File: src/rtl/core/hkt_pkg.sv
// Shared types and constants of the hotkey tap detector.
`timescale 1ns / 1ps
`default_nettype none

package hkt_pkg;

	typedef enum logic [1:0] {
		OP_KEY_DOWN = 2'd0,
		OP_KEY_UP   = 2'd1,
		OP_TICK     = 2'd2,
		OP_NONE     = 2'd3
	} op_t;

	typedef enum logic [1:0] {
		CFG_ENABLE   = 2'd0,
		CFG_MAIN_KEY = 2'd1,
		CFG_DELAY_MS = 2'd2,
		CFG_UNUSED   = 2'd3
	} cfg_index_t;

	localparam logic [7:0]  CAPS_LOCK_CODE = 8'd20;
	localparam logic        ENABLE_RESET   = 1'b1;
	localparam logic [7:0]  MAIN_KEY_RESET = 8'd20;
	localparam logic [15:0] DELAY_RESET    = 16'd300;
	localparam int          SINCE_W        = 17;
	localparam logic [SINCE_W-1:0] SINCE_MAX = '1;

	typedef struct packed {
		logic [1:0] operation;
		logic [7:0] key_code;
	} item_t;

	typedef struct packed {
		logic switch_layout;
		logic swallow;
	} result_t;

	typedef struct packed {
		logic        enable;
		logic [7:0]  main_key;
		logic [15:0] delay_ms;
	} cfg_t;

	// Update request from the front stage to the held-key bitmap.
	typedef struct packed {
		logic       press;
		logic       release_key;
		logic [7:0] code;
	} key_cmd_t;

endpackage

`default_nettype wire

File: src/rtl/core/hotkey_tap_detector.sv
// Top level of the hotkey tap detector: request registers, configuration, result register.
`timescale 1ns / 1ps
`default_nettype none

// Usage:
// Requests (key down, key up, one-millisecond tick) enter on item with
// item_valid; a request is taken at a clock edge where item_valid is high and
// item_stall is low. Each request yields exactly one result on result, with
// result_valid, taken when result_valid is high and result_stall is low.
// A request passes from the input register to the result register. One
// request per cycle is sustained while result_stall is low: the input
// register feeds the flag and timer logic, which updates its state and loads
// the result register at the same edge. When the receiver stalls, the held
// result stays put and one more request can still be taken into the input
// register; item_stall rises only when both registers are full. The held-key
// bitmap is a row of flip-flops with a running count, so a chord test costs one compare.
// Configuration writes use cfg_valid/cfg_ready (always ready) with cfg_index
// 0 enable, 1 main_key, 2 delay_ms; other indexes are ignored. Write only
// while the block is idle. Reset clears all keys, flags and timers, and
// restores enable=1, main_key=20, delay_ms=300.

module hotkey_tap_detector #(
	parameter int NUM_KEYS = 256
) (
	input  wire logic              clk,
	input  wire logic              arst_n,
	input  wire logic              item_valid,
	output logic                   item_stall,
	input  wire hkt_pkg::item_t    item,
	output logic                   result_valid,
	input  wire logic              result_stall,
	output hkt_pkg::result_t       result,
	input  wire logic              cfg_valid,
	output logic                   cfg_ready,
	input  wire logic [1:0]        cfg_index,
	input  wire logic [15:0]       cfg_data
);

	hkt_pkg::cfg_t     cfg_q;
	hkt_pkg::item_t    item_s1;
	logic              valid_s1;
	logic              out_free;
	logic              advance;
	logic              step;
	logic              other_held;
	hkt_pkg::key_cmd_t cmd;
	hkt_pkg::result_t  result_n;

	assign cfg_ready  = 1'b1;
	assign out_free   = !result_valid || !result_stall;
	assign advance    = valid_s1 && out_free;
	assign item_stall = valid_s1 && !out_free;
	assign step       = advance && cfg_q.enable;

	assign cmd.press       = step && (hkt_pkg::op_t'(item_s1.operation) == hkt_pkg::OP_KEY_DOWN);
	assign cmd.release_key = step && (hkt_pkg::op_t'(item_s1.operation) == hkt_pkg::OP_KEY_UP);
	assign cmd.code        = item_s1.key_code;

	always_ff @(posedge clk or negedge arst_n) begin
		if (!arst_n) begin
			cfg_q.enable   <= hkt_pkg::ENABLE_RESET;
			cfg_q.main_key <= hkt_pkg::MAIN_KEY_RESET;
			cfg_q.delay_ms <= hkt_pkg::DELAY_RESET;
		end else if (cfg_valid && cfg_ready) begin
			unique case (hkt_pkg::cfg_index_t'(cfg_index))
				hkt_pkg::CFG_ENABLE:   cfg_q.enable   <= cfg_data[0];
				hkt_pkg::CFG_MAIN_KEY: cfg_q.main_key <= cfg_data[7:0];
				hkt_pkg::CFG_DELAY_MS: cfg_q.delay_ms <= cfg_data;
				default: begin
				end
			endcase
		end
	end

	always_ff @(posedge clk or negedge arst_n) begin
		if (!arst_n) begin
			valid_s1     <= 1'b0;
			result_valid <= 1'b0;
		end else begin
			if (!item_stall) begin
				valid_s1 <= item_valid;
			end
			if (out_free) begin
				result_valid <= advance;
			end
		end
	end

	always_ff @(posedge clk) begin
		if (item_valid && !item_stall) begin
			item_s1 <= item;
		end
		if (advance) begin
			result <= result_n;
		end
	end

	hkt_key_tracker #(
		.NUM_KEYS(NUM_KEYS)
	) u_keys (
		.clk       (clk),
		.arst_n    (arst_n),
		.cmd       (cmd),
		.other_held(other_held)
	);

	hkt_tap_logic u_tap (
		.clk       (clk),
		.arst_n    (arst_n),
		.step      (step),
		.item      (item_s1),
		.cfg       (cfg_q),
		.other_held(other_held),
		.result    (result_n)
	);

`ifndef SYNTHESIS
	a_stall_only_when_full: assert property (@(posedge clk) disable iff (!arst_n)
		item_stall |-> (valid_s1 && result_valid && result_stall))
		else $error("input stalled with room in the pipeline");
	a_advance_gives_result: assert property (@(posedge clk) disable iff (!arst_n)
		advance |=> result_valid)
		else $error("processed request produced no result");
`endif

endmodule

`default_nettype wire

File: src/rtl/core/hkt_key_tracker.sv
// Bitmap of held keys with a running count of held keys.
`timescale 1ns / 1ps
`default_nettype none

module hkt_key_tracker #(
	parameter int NUM_KEYS = 256
) (
	input  wire logic             clk,
	input  wire logic             arst_n,
	input  wire hkt_pkg::key_cmd_t cmd,
	output logic                  other_held
);

	localparam int IDX_W = (NUM_KEYS > 1) ? $clog2(NUM_KEYS) : 1;
	localparam int CNT_W = $clog2(NUM_KEYS + 1);

	logic [NUM_KEYS-1:0] held_q;
	logic [CNT_W-1:0]    count_q;
	logic [IDX_W-1:0]    idx;
	logic                in_range;
	logic                own;

	assign in_range = {1'b0, cmd.code} < 9'(NUM_KEYS);
	assign idx      = cmd.code[IDX_W-1:0];
	assign own      = in_range && held_q[idx];

	// Every held key other than the one in the request is counted.
	assign other_held = count_q != CNT_W'(own);

	always_ff @(posedge clk or negedge arst_n) begin
		if (!arst_n) begin
			held_q  <= '0;
			count_q <= '0;
		end else if (in_range) begin
			if (cmd.press && !own) begin
				held_q[idx] <= 1'b1;
				count_q     <= count_q + CNT_W'(1);
			end else if (cmd.release_key && own) begin
				held_q[idx] <= 1'b0;
				count_q     <= count_q - CNT_W'(1);
			end
		end
	end

`ifndef SYNTHESIS
	a_count_matches: assert property (@(posedge clk) disable iff (!arst_n)
		CNT_W'($countones(held_q)) == count_q)
		else $error("held key count out of step with bitmap");
`endif

endmodule

`default_nettype wire

File: src/rtl/core/hkt_tap_logic.sv
// Trigger flags, hold and pair timers, and the tap decision for one request.
`timescale 1ns / 1ps
`default_nettype none

module hkt_tap_logic (
	input  wire logic            clk,
	input  wire logic            arst_n,
	input  wire logic            step,
	input  wire hkt_pkg::item_t  item,
	input  wire hkt_pkg::cfg_t   cfg,
	input  wire logic            other_held,
	output hkt_pkg::result_t     result
);

	logic        trigger_q, long_q, waiting_q, blocked_q;
	logic [15:0] hold_q, pair_q;
	logic [hkt_pkg::SINCE_W-1:0] since_q;

	logic        trigger_n, long_n, waiting_n, blocked_n;
	logic [15:0] hold_n, pair_n;
	logic [hkt_pkg::SINCE_W-1:0] since_n;
	logic [15:0] start_val;
	logic        is_caps;
	logic        hit;

	assign start_val = (cfg.delay_ms == 16'd0) ? 16'd1 : cfg.delay_ms;
	assign is_caps   = cfg.main_key == hkt_pkg::CAPS_LOCK_CODE;
	assign hit       = item.key_code == cfg.main_key;

	always_comb begin
		trigger_n = trigger_q;
		long_n    = long_q;
		waiting_n = waiting_q;
		blocked_n = blocked_q;
		hold_n    = hold_q;
		pair_n    = pair_q;
		since_n   = since_q;
		result    = '0;
		if (step) begin
			case (hkt_pkg::op_t'(item.operation))
				hkt_pkg::OP_TICK: begin
					if (since_q != hkt_pkg::SINCE_MAX) begin
						since_n = since_q + hkt_pkg::SINCE_W'(1);
					end
					// The hold timer is handled first when both run out together.
					if (hold_q != 16'd0) begin
						hold_n = hold_q - 16'd1;
						if (hold_q == 16'd1) begin
							long_n    = 1'b1;
							waiting_n = 1'b0;
						end
					end
					if (pair_q != 16'd0) begin
						pair_n = pair_q - 16'd1;
						if (pair_q == 16'd1) begin
							result.switch_layout = waiting_n && !long_n && !blocked_n;
							waiting_n = 1'b0;
							blocked_n = 1'b0;
						end
					end
				end
				hkt_pkg::OP_KEY_DOWN: begin
					if (hit) begin
						if (other_held) begin
							trigger_n = 1'b0;
							waiting_n = 1'b0;
							long_n    = 1'b0;
							blocked_n = 1'b0;
							hold_n    = 16'd0;
							pair_n    = 16'd0;
						end else if (since_q <= {1'b0, cfg.delay_ms}) begin
							// A press inside the window of the last one is a repeat.
							blocked_n = 1'b1;
							waiting_n = 1'b0;
							long_n    = 1'b0;
							hold_n    = 16'd0;
							pair_n    = 16'd0;
							trigger_n = 1'b0;
							since_n   = '0;
						end else begin
							trigger_n = 1'b1;
							long_n    = 1'b0;
							blocked_n = 1'b0;
							waiting_n = 1'b0;
							hold_n    = start_val;
							pair_n    = start_val;
							since_n   = '0;
							result.swallow = is_caps;
						end
					end else if (trigger_q) begin
						trigger_n = 1'b0;
						waiting_n = 1'b0;
						long_n    = 1'b0;
						blocked_n = 1'b0;
						hold_n    = 16'd0;
						pair_n    = 16'd0;
					end
				end
				hkt_pkg::OP_KEY_UP: begin
					if (hit && trigger_q) begin
						hold_n    = 16'd0;
						trigger_n = 1'b0;
						if (long_q) begin
							waiting_n = 1'b0;
							blocked_n = 1'b0;
						end else if (pair_q == 16'd0) begin
							result.switch_layout = !blocked_q;
							waiting_n = 1'b0;
							blocked_n = 1'b0;
							result.swallow = is_caps;
						end else begin
							// Released early: the switch fires when the pair timer ends.
							waiting_n = 1'b1;
							result.swallow = is_caps;
						end
					end
				end
				default: begin
				end
			endcase
		end
	end

	always_ff @(posedge clk or negedge arst_n) begin
		if (!arst_n) begin
			trigger_q <= 1'b0;
			long_q    <= 1'b0;
			waiting_q <= 1'b0;
			blocked_q <= 1'b0;
			hold_q    <= 16'd0;
			pair_q    <= 16'd0;
			since_q   <= hkt_pkg::SINCE_MAX;
		end else begin
			trigger_q <= trigger_n;
			long_q    <= long_n;
			waiting_q <= waiting_n;
			blocked_q <= blocked_n;
			hold_q    <= hold_n;
			pair_q    <= pair_n;
			since_q   <= since_n;
		end
	end

`ifndef SYNTHESIS
	a_hold_needs_trigger: assert property (@(posedge clk) disable iff (!arst_n)
		(hold_q != 16'd0) |-> trigger_q)
		else $error("hold timer running without a held trigger");
	a_hold_tracks_pair: assert property (@(posedge clk) disable iff (!arst_n)
		(hold_q != 16'd0) |-> (hold_q == pair_q))
		else $error("hold and pair timers diverged while holding");
`endif

endmodule

`default_nettype wire
File: config.mk
export PLATFORM = sky130hd
export DESIGN_NAME = hotkey_tap_detector
export DESIGN_NICKNAME = d
export VERILOG_FILES = /design/src/rtl/core/hkt_pkg.sv /design/src/rtl/core/hotkey_tap_detector.sv /design/src/rtl/core/hkt_key_tracker.sv /design/src/rtl/core/hkt_tap_logic.sv
export SDC_FILE = /design/constraint.sdc
export NUM_CORES = 1
export LEC_CHECK = 0
export ABC_CLOCK_PERIOD_IN_PS = 5800
export BUFFER_PORTS_ARGS = -buffer_cell sky130_fd_sc_hd__buf_2
export CAP_MARGIN = 0
export CORE_UTILIZATION = 25
export DETAILED_ROUTE_END_ITERATION = 7
export SLEW_MARGIN = 20
export SYNTH_ARGS = -nofsm -noshare
export SYNTH_HDL_FRONTEND = slang
export SYNTH_SLANG_ARGS = --single-unit
File: constraint.sdc
create_clock -name clk -period 5.8 [get_ports clk]
set_clock_uncertainty 0.15 [all_clocks]
set_input_delay 1.16 -clock clk [delete_from_list [all_inputs] [get_ports clk]]
set_output_delay 1.16 -clock clk [all_outputs]
set_load 0.02 [all_outputs]
==> metrics.yaml <==
finalCritPeriodShare_pct: 91.5
max-slew-margin-rel_pct: 22.8
holdBufCountCts: 0
yosysTopAreaCellShare_pct: 43.4
core.rowCount: 99
synth_common_cells: "o21ai_0, dfrtp_1, o31ai_1"
r2r_cells: 18
diodes: 0
clk_path_buf_depth: 3
clkTransAtPathRegs_ps: 60
final_nets: 1792
clock.fmax_mhz: 188
start_util_pct: 25.4
vias: 14500
ys_top_cells_by_area: "dfrtp_1, o21ai_0, o31ai_1"
ys_seq_area_share_pct: 48.7
synthFlopType: "dfrtp_1"
io_buffer_count: 36
antenna_found_initial: 1
p_sw_w: 0.00179
ys_seq_elements: 357
first_pass_iters: 8
p_clk_share_pct: 42.6
status: "complete, but fails checks"
ir_drop_v: 0.000203
cp.required_ps: 6140
rsz0062_at_grt: "false"
clock_latency_ps: 590
cts.sinks: 357
internal-power_w: 0.00461
synth.avg_cell_area_um2: 10.6
grt_pass1_wl_um: 83500
cts_resized: 0
grt_pass1_vias: 14100
fill_cells: 7471
drt-vias-per-instance: 5.33
area_delta_synth_final_pct: 13.1
whs_path_depth: 1
p_per_area_nw_per_um2: 306
synth.most_common_cell: "o21ai_0"
io_pins: 38
grt_overflow: 0
swShare_pct: 28.0
drc: 8
synth_area_um2: 18500
seqCellArea_um2: 9020
drive_gt1_share_pct: 14.8
grt_start_max_net_pins: 125
worst_setup_path_start_kind: "flip-flop"
cpPeakStageDelay_ps: 570
leakage_nw: 8.53
hp-class: "reg2reg"
cts_root_buf: "clkbuf_16"
synth_cell_type_count: 83
setup.worst_path.class: "reg2reg"
finalSetupViolations: 0
h-tree-depth: 2
yosysTopAreaCell: "dfrtp_1"
drt_iter0_markers: 1379
cts_tree: "done"
multi_input_area_um2: 8620
worstPathArrival_ps: 5650
seqPwrFrac_pct: 43.7
finalWirelength_um: 52500
maxSlewViolCount: 0
power.total_w: 0.00641
combPwrFrac_pct: 13.7
min_period_ps: 5310
core_um2: 73100
critical_path.max_fanout: 31
crit_slowest_cell: "mux4_1"
crit_cells: 18
die_x_um: 274
hpwlAfterDp_um: 34500
async_reset_ff_share_pct: 96.6
track_usage_pct: 14.0
numCtsBuffers: 41
finalSetupTns_ps: 0
avgRoutedWirePerCell_um: 19.3
crit_chain: "buf_12 -> mux4_1 -> mux4_2 -> nand4b_1 -> nand2_2 -> o41ai_4 -> and3_1 -> inv_1 -> ha_1 -> nor2b_1 -> o21ai_0 -> a21boi_0 -> o21ai_0 -> a21boi_0 -> o21a_1 -> o41a_1 -> nor2_1 -> xor2_1"
yosysWarnings: 0
cts_setup_buffers: 0
violations: "design-rule violations"
synthCells: 1753
worstMarginPinSlew_ps: 1150
synth_edf_count: 12
drtAntennaViolNets: 0
syn-num-nets: 1820
die_h_um: 274
crit_buf_inv: 2
path_delay_family: "compound AO/OA/AOI/OAI gates"
routabilityCongestion: 0.883
hold_viol: 0
cp-end-kind: "flip-flop"
max_cap_violations: 0
die_area_um2: 75200
[logic make-up (layout without fill, tap and decap cells)]
logic type	Yosys count	in the layout	synth area share, %
fa+ha+maj	34	34	2.34
other cells	1	1	0.0202
mux	130	130	10.5
simple gates	316	316	9.73
xor+xnor	16	16	0.858
compound gates	719	719	23.0
buf+inv	180	185	4.86
flops	357	357	48.7
[layout by cell type, fill, tap and decap left out, types with 31 or more instances in the layout]
master	count
nand3_1	39
mux2i_1	53
o21ai_1	62
buf_4	31
clkbuf_16	42
buf_2	35
a21oi_1	44
o21ai_0	395
mux2_2	31
nand2_1	76
mux4_2	36
nor2_1	48
dfrtp_1	321
inv_1	35
ha_1	33
o31ai_1	120
[final timing paths]
check	start	end	slack (ps)
max in group asynchronous	arst_n	asynchronous set/reset pin	3800
worst max-delay path	cmd[0]	u_keys.count_q[8]	490
min in group asynchronous	arst_n	u_tap.pair_q[10]	460
worst max register to register	cmd[0]	u_keys.count_q[8]	490
worst min-delay path	u_keys.count_q[8]	u_keys.count_q[8]	320
worst min register to register	u_keys.count_q[8]	u_keys.count_q[8]	320
[metrics by stage]
stage	area [um^2]	utilization, %	hold WS (ps)	setup slack [ps]	instances
after CTS	21000	28.7	326	450	2717
after detailed placement	19500	26.7	318	484	2641
after floorplan	18500	-	293	795	1753
after global placement	19500	26.7	319	563	2641
final	21000	28.7	324	491	2717
after global routing	21000	28.7	356	123	2717
[layout make-up]
class                   count  share of cell area, %
multi-input cells        1216                   41.2
clock buffers              61                   5.79
well taps                 959                   5.73
flip-flops and latches    357                   43.1
inverters                  35                  0.627
clock inverters            15                  0.961
repair buffers             74                   2.69
[metal layers]
metal	routed length, um	track usage (%)	share of wire [%]	vias to the layer above
li1	-	-	-	6560
met1	23800	19.6	45	7364
met2	24400	22.4	46	488
met3	3270	2.18	6.2	80
met4	1100	3.77	2.1	2
met5	8	0	0.015	-
[power groups by stage]
stage / clock [W] / combinational (W) / sequential, W
2_1_floorplan: 0 / 0.000638 / 0.00277
3_3_place_gp: 0 / 0.000851 / 0.00284
3_5_place_dp: 0 / 0.000873 / 0.00284
4_1_cts: 0.00279 / 0.000880 / 0.00280
5_1_grt: 0.00289 / 0.000986 / 0.00282
6_report: 0.00273 / 0.000879 / 0.00280
Power figures use the tool's default switching activity.
